<file path="config.mk">
export PLATFORM = sky130hd
export DESIGN_NAME = pfp_back
export DESIGN_NICKNAME = d
export VERILOG_FILES = /design/src/rtl/pfp_pkg.sv /design/src/rtl/pfp_back.sv
export SDC_FILE = /design/constraint.sdc
export NUM_CORES = 1
export LEC_CHECK = 0
export ABC_AREA = 0
export BUFFER_PORTS_ARGS = -buffer_cell sky130_fd_sc_hd__buf_2
export CAP_MARGIN = 25
export CORE_MARGIN = 2
export CORE_UTILIZATION = 35
export DETAILED_ROUTE_END_ITERATION = 8
export GPL_ROUTABILITY_DRIVEN = 0
export HOLD_SLACK_MARGIN = 0.15
export SYNTH_ARGS = -nofsm -noshare
export SYNTH_HDL_FRONTEND = slang
export SYNTH_SLANG_ARGS = --single-unit
</file>
<file path="constraint.sdc">
create_clock -name aclk -period 6.49 [get_ports aclk]
set_clock_uncertainty 0.05 [all_clocks]
set_input_delay 0.3245 -clock aclk [delete_from_list [all_inputs] [get_ports aclk]]
set_output_delay 0.3245 -clock aclk [all_outputs]
set_load 0.02 [all_outputs]
</file>
<file path="src/rtl/pfp_pkg.sv">
// ----------------------------------------------------------------------------
// Pixel format packer package
// Shared types and codes: channel payloads, queue entry, formats, registers.
// ----------------------------------------------------------------------------
package pfp_pkg;

    // Output pixel formats (out_format register)
    localparam logic [2:0] FMT_RGB555 = 3'd0;
    localparam logic [2:0] FMT_RGB565 = 3'd1;
    localparam logic [2:0] FMT_RGB24  = 3'd2;
    localparam logic [2:0] FMT_BGR24  = 3'd3;
    localparam logic [2:0] FMT_ARGB32 = 3'd4;

    // Item actions
    localparam logic ACT_PIXEL   = 1'b0;
    localparam logic ACT_PAL_WR  = 1'b1;

    // Configuration register indexes
    localparam logic CFG_OUT_FORMAT  = 1'b0;
    localparam logic CFG_SRC_INDEXED = 1'b1;

    // Queue between front and back
    localparam int QDEPTH = 4;
    localparam int QAW    = 2;   // pointer width
    localparam int QCW    = 3;   // level width, holds QDEPTH itself

    typedef struct packed {
        logic        action;
        logic [31:0] color;
        logic [7:0]  index;
        logic        row_end;
    } in_item_t;

    typedef struct packed {
        logic [31:0] out_word;
        logic [2:0]  bytes_valid;
        logic        last_of_row;
    } out_item_t;

    // Converted pixel: bytes in v[8*n-1:0], first byte lowest
    typedef struct packed {
        logic [31:0] v;
        logic [2:0]  n;
        logic        row_end;
    } pix_op_t;

endpackage

</file>
<file path="src/rtl/pfp_back.sv">
// ----------------------------------------------------------------------------
// Pixel format packer back end
// Byte accumulator: packs pixel bytes into words, flushes at row end.
// ----------------------------------------------------------------------------
module pfp_back (
    input  logic              aclk,
    input  logic              aresetn,
    input  logic              q_not_empty,
    input  pfp_pkg::pix_op_t  q_head,
    output logic              q_pop,
    output logic              m_valid,
    input  logic              m_ready,
    output pfp_pkg::out_item_t m_data
);

    logic [23:0]        pend_reg, pend_next;
    logic [1:0]         pcnt_reg, pcnt_next;
    logic               m_valid_reg, m_valid_next;
    pfp_pkg::out_item_t m_data_reg, m_data_next;
    logic               hold_valid_reg, hold_valid_next;
    pfp_pkg::out_item_t hold_reg, hold_next;

    logic [55:0]        acc;
    logic [55:0]        rem;
    logic [2:0]         cnt;
    logic [2:0]         rem_cnt;
    logic               full;
    logic               flush;
    pfp_pkg::out_item_t res_full;
    pfp_pkg::out_item_t res_tail;
    logic               out_free;

    // Merge the new bytes above the pending ones
    assign acc     = {32'd0, pend_reg} | ({24'd0, q_head.v} << {pcnt_reg, 3'b000});
    assign cnt     = {1'b0, pcnt_reg} + q_head.n;
    assign full    = cnt >= 3'd4;
    assign rem     = full ? (acc >> 32) : acc;
    assign rem_cnt = full ? cnt - 3'd4 : cnt;
    assign flush   = q_head.row_end && (rem_cnt != 3'd0);

    assign res_full.out_word    = acc[31:0];
    assign res_full.bytes_valid = 3'd4;
    assign res_full.last_of_row = q_head.row_end && (rem_cnt == 3'd0);

    assign res_tail.out_word    = rem[31:0];
    assign res_tail.bytes_valid = rem_cnt;
    assign res_tail.last_of_row = 1'b1;

    assign out_free = !m_valid_reg || m_ready;

    always_comb begin
        q_pop           = 1'b0;
        pend_next       = pend_reg;
        pcnt_next       = pcnt_reg;
        m_valid_next    = m_valid_reg && !m_ready;
        m_data_next     = m_data_reg;
        hold_valid_next = hold_valid_reg;
        hold_next       = hold_reg;
        if (hold_valid_reg) begin
            // second word of the previous item goes first
            if (out_free) begin
                m_valid_next    = 1'b1;
                m_data_next     = hold_reg;
                hold_valid_next = 1'b0;
            end
        end else if (q_not_empty && (out_free || (!full && !flush))) begin
            q_pop     = 1'b1;
            pend_next = q_head.row_end ? 24'd0 : rem[23:0];
            pcnt_next = q_head.row_end ? 2'd0 : rem_cnt[1:0];
            if (full) begin
                m_valid_next = 1'b1;
                m_data_next  = res_full;
                if (flush) begin
                    hold_valid_next = 1'b1;
                    hold_next       = res_tail;
                end
            end else if (flush) begin
                m_valid_next = 1'b1;
                m_data_next  = res_tail;
            end
        end
    end

    always_ff @(posedge aclk) begin
        if (!aresetn) begin
            pend_reg       <= 24'd0;
            pcnt_reg       <= 2'd0;
            m_valid_reg    <= 1'b0;
            hold_valid_reg <= 1'b0;
        end else begin
            pend_reg       <= pend_next;
            pcnt_reg       <= pcnt_next;
            m_valid_reg    <= m_valid_next;
            hold_valid_reg <= hold_valid_next;
        end
        m_data_reg <= m_data_next;
        hold_reg   <= hold_next;
    end

    assign m_valid = m_valid_reg;
    assign m_data  = m_data_reg;

    a_hold_behind_out: assert property (@(posedge aclk) disable iff (!aresetn)
        hold_valid_reg |-> m_valid_reg)
        else $error("held word without a word in the output register");

    a_count_range: assert property (@(posedge aclk) disable iff (!aresetn)
        m_valid_reg |-> (m_data_reg.bytes_valid != 3'd0) && (m_data_reg.bytes_valid <= 3'd4))
        else $error("byte count out of range");

    a_partial_is_last: assert property (@(posedge aclk) disable iff (!aresetn)
        m_valid_reg && (m_data_reg.bytes_valid != 3'd4) |-> m_data_reg.last_of_row)
        else $error("partial word not at row end");

endmodule

</file>
==> metrics.md, run 1 <==
| Metric | Value |
|---|---|
| Synthesis-stage register bit count | 98 |
| Final Cell Area | 5617 µm² |
| Worst slew margin relative to its limit | 0.3508 |
| Cts bufs inserted | 9 |
| Largest register FFs | 35 |
| Ys async rst share | 0 |
| Clock net sink count | 98 |
| First-pass GRT wire length | 17510 µm |
| Slew of the pin with the lowest slew margin | 0.9738 ns |
| Endpoints failing hold | 0 |
| Ratio of cells with drive above 1 in the final layout | 0.3033 |
| Pre-Repair DR Iteration Count | 5 |
| Total of endpoints with negative setup slack in the final report | 0 |
| Max Freq | 256.0 MHz |
| Drt initial violations | 234 |
| Start point of the worst hold path | q_head[35] |
| Met3 track demand over resource | 0.03242 |
| Post-detailed-placement half-perimeter wirelength | 7925 µm |
| Post-detailed-route count of antenna-violating nets | 0 |
| RSZ-0062 raised after global routing | false |
| Hold buffers post-CTS | 0 |
| Clock root cell | sky130_fd_sc_hd__clkbuf_16 |
| Routed length per instance | 17.75 µm |
| Leftover overflow at the end of global routing | 0 |
| Post-synthesis cell count | 408 |
| Leak | 0.002105 µW |
| Final cycle utilization of the critical path | 0.6018 |
| Met2 track utilization from global routing | 0.2458 |
| Number of global-route vias before repair | 3262 |
| I/O pin cnt | 78 |
| Post-Synthesis Cell Area | 4782 µm² |
| Count of buffers from port buffering | 77 |
| Post-synth net total | 450 |
| Starting utilization of the core area | 0.3597 |
| Prevailing post-synth register cell | sky130_fd_sc_hd__edfxtp_1 |
| Post-placement cell area | 5311 µm² |
| Commonest cells post-synth | sky130_fd_sc_hd__edfxtp_1, sky130_fd_sc_hd__inv_1, sky130_fd_sc_hd__dfxtp_1 |
| Avg Cell Area, Syn | 11.72 µm² |
| Initial antenna violation count | 0 |
| Post-Route WL | 11610 µm |
| Worst reg2reg startpoint | pcnt_reg[1]$_SDFFE_PN0P_ |
| Vias/cell | 5.343 |
| TritonCTS clock tree | built |
| Cell with the most instances after synthesis | sky130_fd_sc_hd__edfxtp_1 |
| Max-cap violations | 0 |
| Power density of the placed cells | 271.5 nW/µm² |
| Global route hottest layer | met2 |
| Max IR drop VDD | 131.1 µV |
| Pin count of the biggest net entering global routing | 66 |
| Deepest clock path buffer count | 2 |
| Total negative setup slack | 0 ns |
| Origin of the worst setup path | pcnt_reg[1]$_SDFFE_PN0P_ |
| CTS H-Tree Depth | 3 |
| Clock input transition at the sequential cells of the worst setup and hold paths | 0.07 ns |
| Diode count | 0 |
| Area Growth Syn to Fin | 17.45% |
| Final Critical Period | 3.906 ns |
| Count of cells resized by post-cts repair | 0 |
| Max-slew violation count | 0 |
| Number of warning messages in the yosys log | 0 |
| Total routing resource utilization after global routing | 0.1584 |
| Run status | completed |
| DR vias | 3494 |
| Insertion delay to the later sink of the worst-skew pair | 0.35 ns |
| Share of the synthesized area in the top cell type | 0.4396 |
| Sequential share of the synthesized area | 0.5568 |
| Num rows | 42 |
| Number of flops mapped to enable cells by yosys | 70 |
| Worst setup EP type | output pin |
| Endpoint arrival time on the critical path | 3.53 ns |
| Type of the most critical hold path | in2reg |
| Cell accounting for the most synthesized area | sky130_fd_sc_hd__edfxtp_1 |
| GRT met1 Usage | 0.2172 |
| Core region area | 13300 µm² |
| Count of cell types in the netlist | 43 |
| Number of buffers inserted by post-CTS setup repair | 0 |
| Critical path data required time | 6.12 ns |
| Post-layout nets | 515 |
| R2R setup slack | 2.86 ns |
| Die H | 120.9 µm |
| Biggest fanout along the worst timing path | 65 |
| DIE AREA | 14610 µm² |
| Cell types with the largest area share after synthesis | sky130_fd_sc_hd__edfxtp_1, sky130_fd_sc_hd__dfxtp_1, sky130_fd_sc_hd__mux2i_1 |
| Kind of launch point of the worst setup path | flip-flop |
| Horizontal extent of the die | 120.9 µm |
| Category of the most critical setup path | reg2out |
| Total DRC errors in the routed layout | 0 |
| Fill cell instance count of the final layout | 1267 |
## routing by layer
layer	part of all wire	vias to the layer above
li1	-	1657
met1	0.45	1699
met2	0.47	122
met3	0.065	16
met4	0.019	0
met5	0	-
## layout make-up
type | count | area (µm²) | area share
Clock inverter | 2 | 10.01 | 0.001782
Clock buffer | 14 | 275.3 | 0.04901
Multi-Input combinational cell | 250 | 1864 | 0.3319
Tap cell | 176 | 220.2 | 0.03921
Timing Repair Buffer | 85 | 473.0 | 0.08421
Sequential cell | 98 | 2665 | 0.4745
Inverter | 29 | 108.9 | 0.01938
## worst max-delay path, cell delays in order (launching register included)
cell and delay, ns:
sky130_fd_sc_hd__dfxtp_2 0.31, sky130_fd_sc_hd__buf_4 0.48, sky130_fd_sc_hd__inv_1 0.38, sky130_fd_sc_hd__fa_1 0.57, sky130_fd_sc_hd__xnor2_2 0.18, sky130_fd_sc_hd__buf_4 0.29, sky130_fd_sc_hd__a21oi_1 0.11, sky130_fd_sc_hd__o21ai_2 0.46
sky130_fd_sc_hd__inv_1 0.19, sky130_fd_sc_hd__buf_2 0.20
## kinds of logic (layout without fill, tap and decap cells)
kind of cell	count (synthesis)	count (layout)	synth area share
flip-flops	98	98	0.5568
buffers and inverters	60	130	0.05599
adder cells (fa/ha/maj)	2	2	0.006802
AO/OA/AOI/OAI	107	107	0.1732
AND/OR/NAND/NOR	97	97	0.1020
XOR/XNOR	2	2	0.006805
multiplexers	42	42	0.09838
## where the power goes
| part | leakage, µW | total (µW) | internal [µW] | switching, µW |
|---|---|---|---|---|
| Clock | 0.000142 | 513 | 293 | 220 |
| Sequential | 0.000886 | 741 | 729 | 11.4 |
| Combinational | 0.00108 | 271 | 100 | 171 |
## through the flow
stage                       util  worst slack (ns)  hold slack (ns)  total power (µW)  instances
after global routing      0.4225             2.388           0.2897              1581        654
after CTS                 0.4209             2.622           0.2751              1536        653
final                     0.4225             2.584           0.2911              1525        654
after global placement    0.3972             2.508           0.4175              1015        635
after floorplan                -             1.695           0.4101             934.6        408
after detailed placement  0.3995             2.637           0.4265              1023        637
## cells in the final DEF, fill, tap and decap left out, types with 3 or more instances in the layout
cell / count
sky130_fd_sc_hd__buf_4: 5
sky130_fd_sc_hd__nand2b_1: 12
sky130_fd_sc_hd__or3_1: 8
sky130_fd_sc_hd__edfxtp_1: 70
sky130_fd_sc_hd__mux2_4: 8
sky130_fd_sc_hd__dfxtp_1: 26
sky130_fd_sc_hd__a32o_2: 8
sky130_fd_sc_hd__nand3_1: 10
sky130_fd_sc_hd__a32o_1: 24
sky130_fd_sc_hd__nand2_1: 27
sky130_fd_sc_hd__clkbuf_1: 3
sky130_fd_sc_hd__mux2_2: 8
sky130_fd_sc_hd__inv_1: 29
sky130_fd_sc_hd__o21ai_1: 6
sky130_fd_sc_hd__or2_2: 6
sky130_fd_sc_hd__a21oi_1: 19
sky130_fd_sc_hd__a32oi_1: 6
sky130_fd_sc_hd__clkbuf_16: 10
sky130_fd_sc_hd__mux2i_1: 26
sky130_fd_sc_hd__buf_2: 77
sky130_fd_sc_hd__o21ai_0: 20
sky130_fd_sc_hd__nand3b_1: 8
sky130_fd_sc_hd__o21ba_2: 9
sky130_fd_sc_hd__nor2_1: 18
sky130_fd_sc_hd__a221oi_1: 8
## final timing paths
check | end | cells after the start
setup / recovery | q_pop | 9
setup reg to reg | pend_reg[8]$_SDFFE_PN0P_ | 6
hold / removal | hold_reg[27]$_DFFE_PP_ | 2
hold reg to reg | pend_reg[12]$_SDFFE_PN0P_ | 1
Power figures use the tool's default switching activity.
==> inputs of run 2 (changes only) <==
==> constraint.sdc (replaced) <==
create_clock -name aclk -period 3.8 [get_ports aclk]
set_clock_uncertainty 0.05 [all_clocks]
set_input_delay 0.19 -clock aclk [delete_from_list [all_inputs] [get_ports aclk]]
set_output_delay 0.19 -clock aclk [all_outputs]
set_load 0.02 [all_outputs]
==> metrics.md, run 2 (synthesized netlist as in run 1, its figures left out) <==
| Metric | Value |
|---|---|
| Final cycle utilization of the critical path | 0.6854 |
| Category of the most critical setup path | reg2reg |
| Vias/cell | 5.370 (+0.52%) |
| Largest register FFs | 35 (unchanged) |
| CTS H-Tree Depth | 3 (unchanged) |
| Total negative setup slack | 0 ns (unchanged) |
| Clock net sink count | 98 (unchanged) |
| Initial antenna violation count | 0 (unchanged) |
| R2R depth | 7 (+1) |
| Most common cell after layout, fill and taps aside | sky130_fd_sc_hd__buf_2 |
| Area Growth Syn to Fin | 18.47% |
| Total DRC errors in the routed layout | 0 (unchanged) |
| Pin count of the biggest net entering global routing | 65 (-1.5%) |
| Endpoints failing hold | 0 (unchanged) |
| First-pass GRT wire length | 18200 µm (+3.9%) |
| Total of endpoints with negative setup slack in the final report | 0 (unchanged) |
| GRT met1 Usage | 0.2247 (+0.007511) |
| Number of global-route vias before repair | 3352 (+2.8%) |
| Cts bufs inserted | 9 (unchanged) |
| Drt initial violations | 324 (+38%) |
| Type of the most critical hold path | in2reg |
| Pre-Repair DR Iteration Count | 5 (unchanged) |
| Routed length per instance | 18.15 µm (+2.3%) |
| Leftover overflow at the end of global routing | 0 (unchanged) |
| Count of buffers from port buffering | 77 (unchanged) |
| Leak | 0.002115 µW (+0.49%) |
| Max-slew violation count | 0 (unchanged) |
| Post-Route WL | 11960 µm (+3.0%) |
| TritonCTS clock tree | built |
| Post-layout nets | 520 (+0.97%) |
| Worst setup EP type | flip-flop |
| Post-detailed-route count of antenna-violating nets | 0 (unchanged) |
| Max IR drop VDD | 208.0 µV (+59%) |
| Total routing resource utilization after global routing | 0.1657 (+0.007311) |
| Core region area | 13300 µm² (unchanged) |
| DIE AREA | 14610 µm² (unchanged) |
| Endpoint arrival time on the critical path | 2.54 ns (-0.99 ns) |
| Global route hottest layer | met2 |
| Met3 track demand over resource | 0.04229 (+0.009868) |
| RSZ-0062 raised after global routing | false |
| Max-cap violations | 0 (unchanged) |
| Kind of launch point of the worst setup path | flip-flop |
| I/O pin cnt | 78 (unchanged) |
| Biggest fanout along the worst timing path | 36 (-45%) |
| Power density of the placed cells | 464.5 nW/µm² (+71%) |
| Worst path cell trace | inv_1 -> fa_1 -> nand2b_1 -> a21oi_1 -> o21ba_2 -> nor2_4 -> buf_4 |
| Worst Path Buf+Inv | 2 (-3) |
| Deepest clock path buffer count | 2 (unchanged) |
| Insertion delay to the later sink of the worst-skew pair | 0.35 ns (about the same) |
| Worst slew margin relative to its limit | 0.4561 (+0.1053) |
| Ratio of cells with drive above 1 in the final layout | 0.3043 (+0.001001) |
| End-of-flow core utilization | 0.4261 (+0.003671) |
| Met2 track utilization from global routing | 0.2658 (+0.02001) |
| Slew of the pin with the lowest slew margin | 0.8142 ns (-0.1596 ns) |
| Max Freq | 383.9 MHz |
| Top library cells by usage in the layout, fill and taps aside | sky130_fd_sc_hd__buf_2, sky130_fd_sc_hd__edfxtp_1, sky130_fd_sc_hd__inv_1, sky130_fd_sc_hd__nand2_1 |
| Number of buffers inserted by post-CTS setup repair | 0 (unchanged) |
| Num rows | 42 (unchanged) |
| Clock root cell | sky130_fd_sc_hd__clkbuf_16 |
| Final Critical Period | 2.605 ns |
| Diode count | 0 (unchanged) |
| Critical path data required time | 3.74 ns (-2.38 ns) |
| Kind of cell with the highest combined delay on the critical path | buffers and inverters |
| Run status | completed |
| Horizontal extent of the die | 120.9 µm (unchanged) |
| WHS | 0.1514 ns (-0.1397 ns) |
| Logic depth of the worst setup path including buffers | 7 (-2) |
| Worst path slowest cell | sky130_fd_sc_hd__fa_1 |
| DR vias | 3539 (+1.3%) |
| Clock input transition at the sequential cells of the worst setup and hold paths | 0.06 ns (about the same) |
| Die H | 120.9 µm (unchanged) |
| Post-detailed-placement half-perimeter wirelength | 7975 µm (+0.63%) |
| Worst path max stage delay | 0.54 ns (-0.03 ns) |
| Min-Delay Path Depth | 2 (unchanged) |
| Starting utilization of the core area | 0.3597 (unchanged) |
[run 2: worst paths after layout]
path                                           startpoint                        end  slack [ns]
worst max register to register   pcnt_reg[1]$_SDFFE_PN0P_       m_data[22]$_DFFE_PP_        1.20
worst min register to register  pend_reg[15]$_SDFFE_PN0P_  pend_reg[15]$_SDFFE_PN0P_        0.44
worst min-delay path                           q_head[35]     hold_reg[27]$_DFFE_PP_        0.15
worst max-delay path             pcnt_reg[1]$_SDFFE_PN0P_       m_data[22]$_DFFE_PP_        1.20
[run 2: final cells by class]
| type | count | area [µm²] |
|---|---|---|
| tap | 176 | 220.2 |
| clock inverter | 4 | 53.80 |
| timing repair buffer | 90 | 510.5 |
| fill | 1281 | 7630 |
| inverter | 29 | 108.9 |
| clock buffer | 12 | 236.5 |
| sequential | 98 | 2665 |
| multi-input combinational | 250 | 1871 |
[run 2: what timing repair did]
item                      4_1_cts  5_1_grt
hold endpoints to repair        2        1
resized for setup               0        0
hold buffers                    2        1
[run 2: stage by stage]
stage | instances | setup slack (ns) | total power, µW | instance area [µm²]
after floorplan | 408 | 0.07888 | 1596 | 4790
after global placement | 639 | 1.287 | 1740 | 5318
after detailed placement | 639 | 1.213 | 1749 | 5318
after CTS | 657 | 1.211 | 2644 | 5628
after global routing | 659 | 1.058 | 2736 | 5665
final | 659 | 1.195 | 2631 | 5665
[run 2: layer usage]
layer  wire length [µm]  up-vias
met5                  0        -
met4                 97        0
met3                776       10
met2               5796      123
met1               5290     1732
li1                   -     1674
[run 2: report_power, final]
group	leakage, µW	switching, µW	total [µW]	internal, µW
registers	0.000886	25.1	1270	1250
logic	0.00110	288	458	170
clock network	0.000133	389	903	514
total	0.00211	702	2630	1930
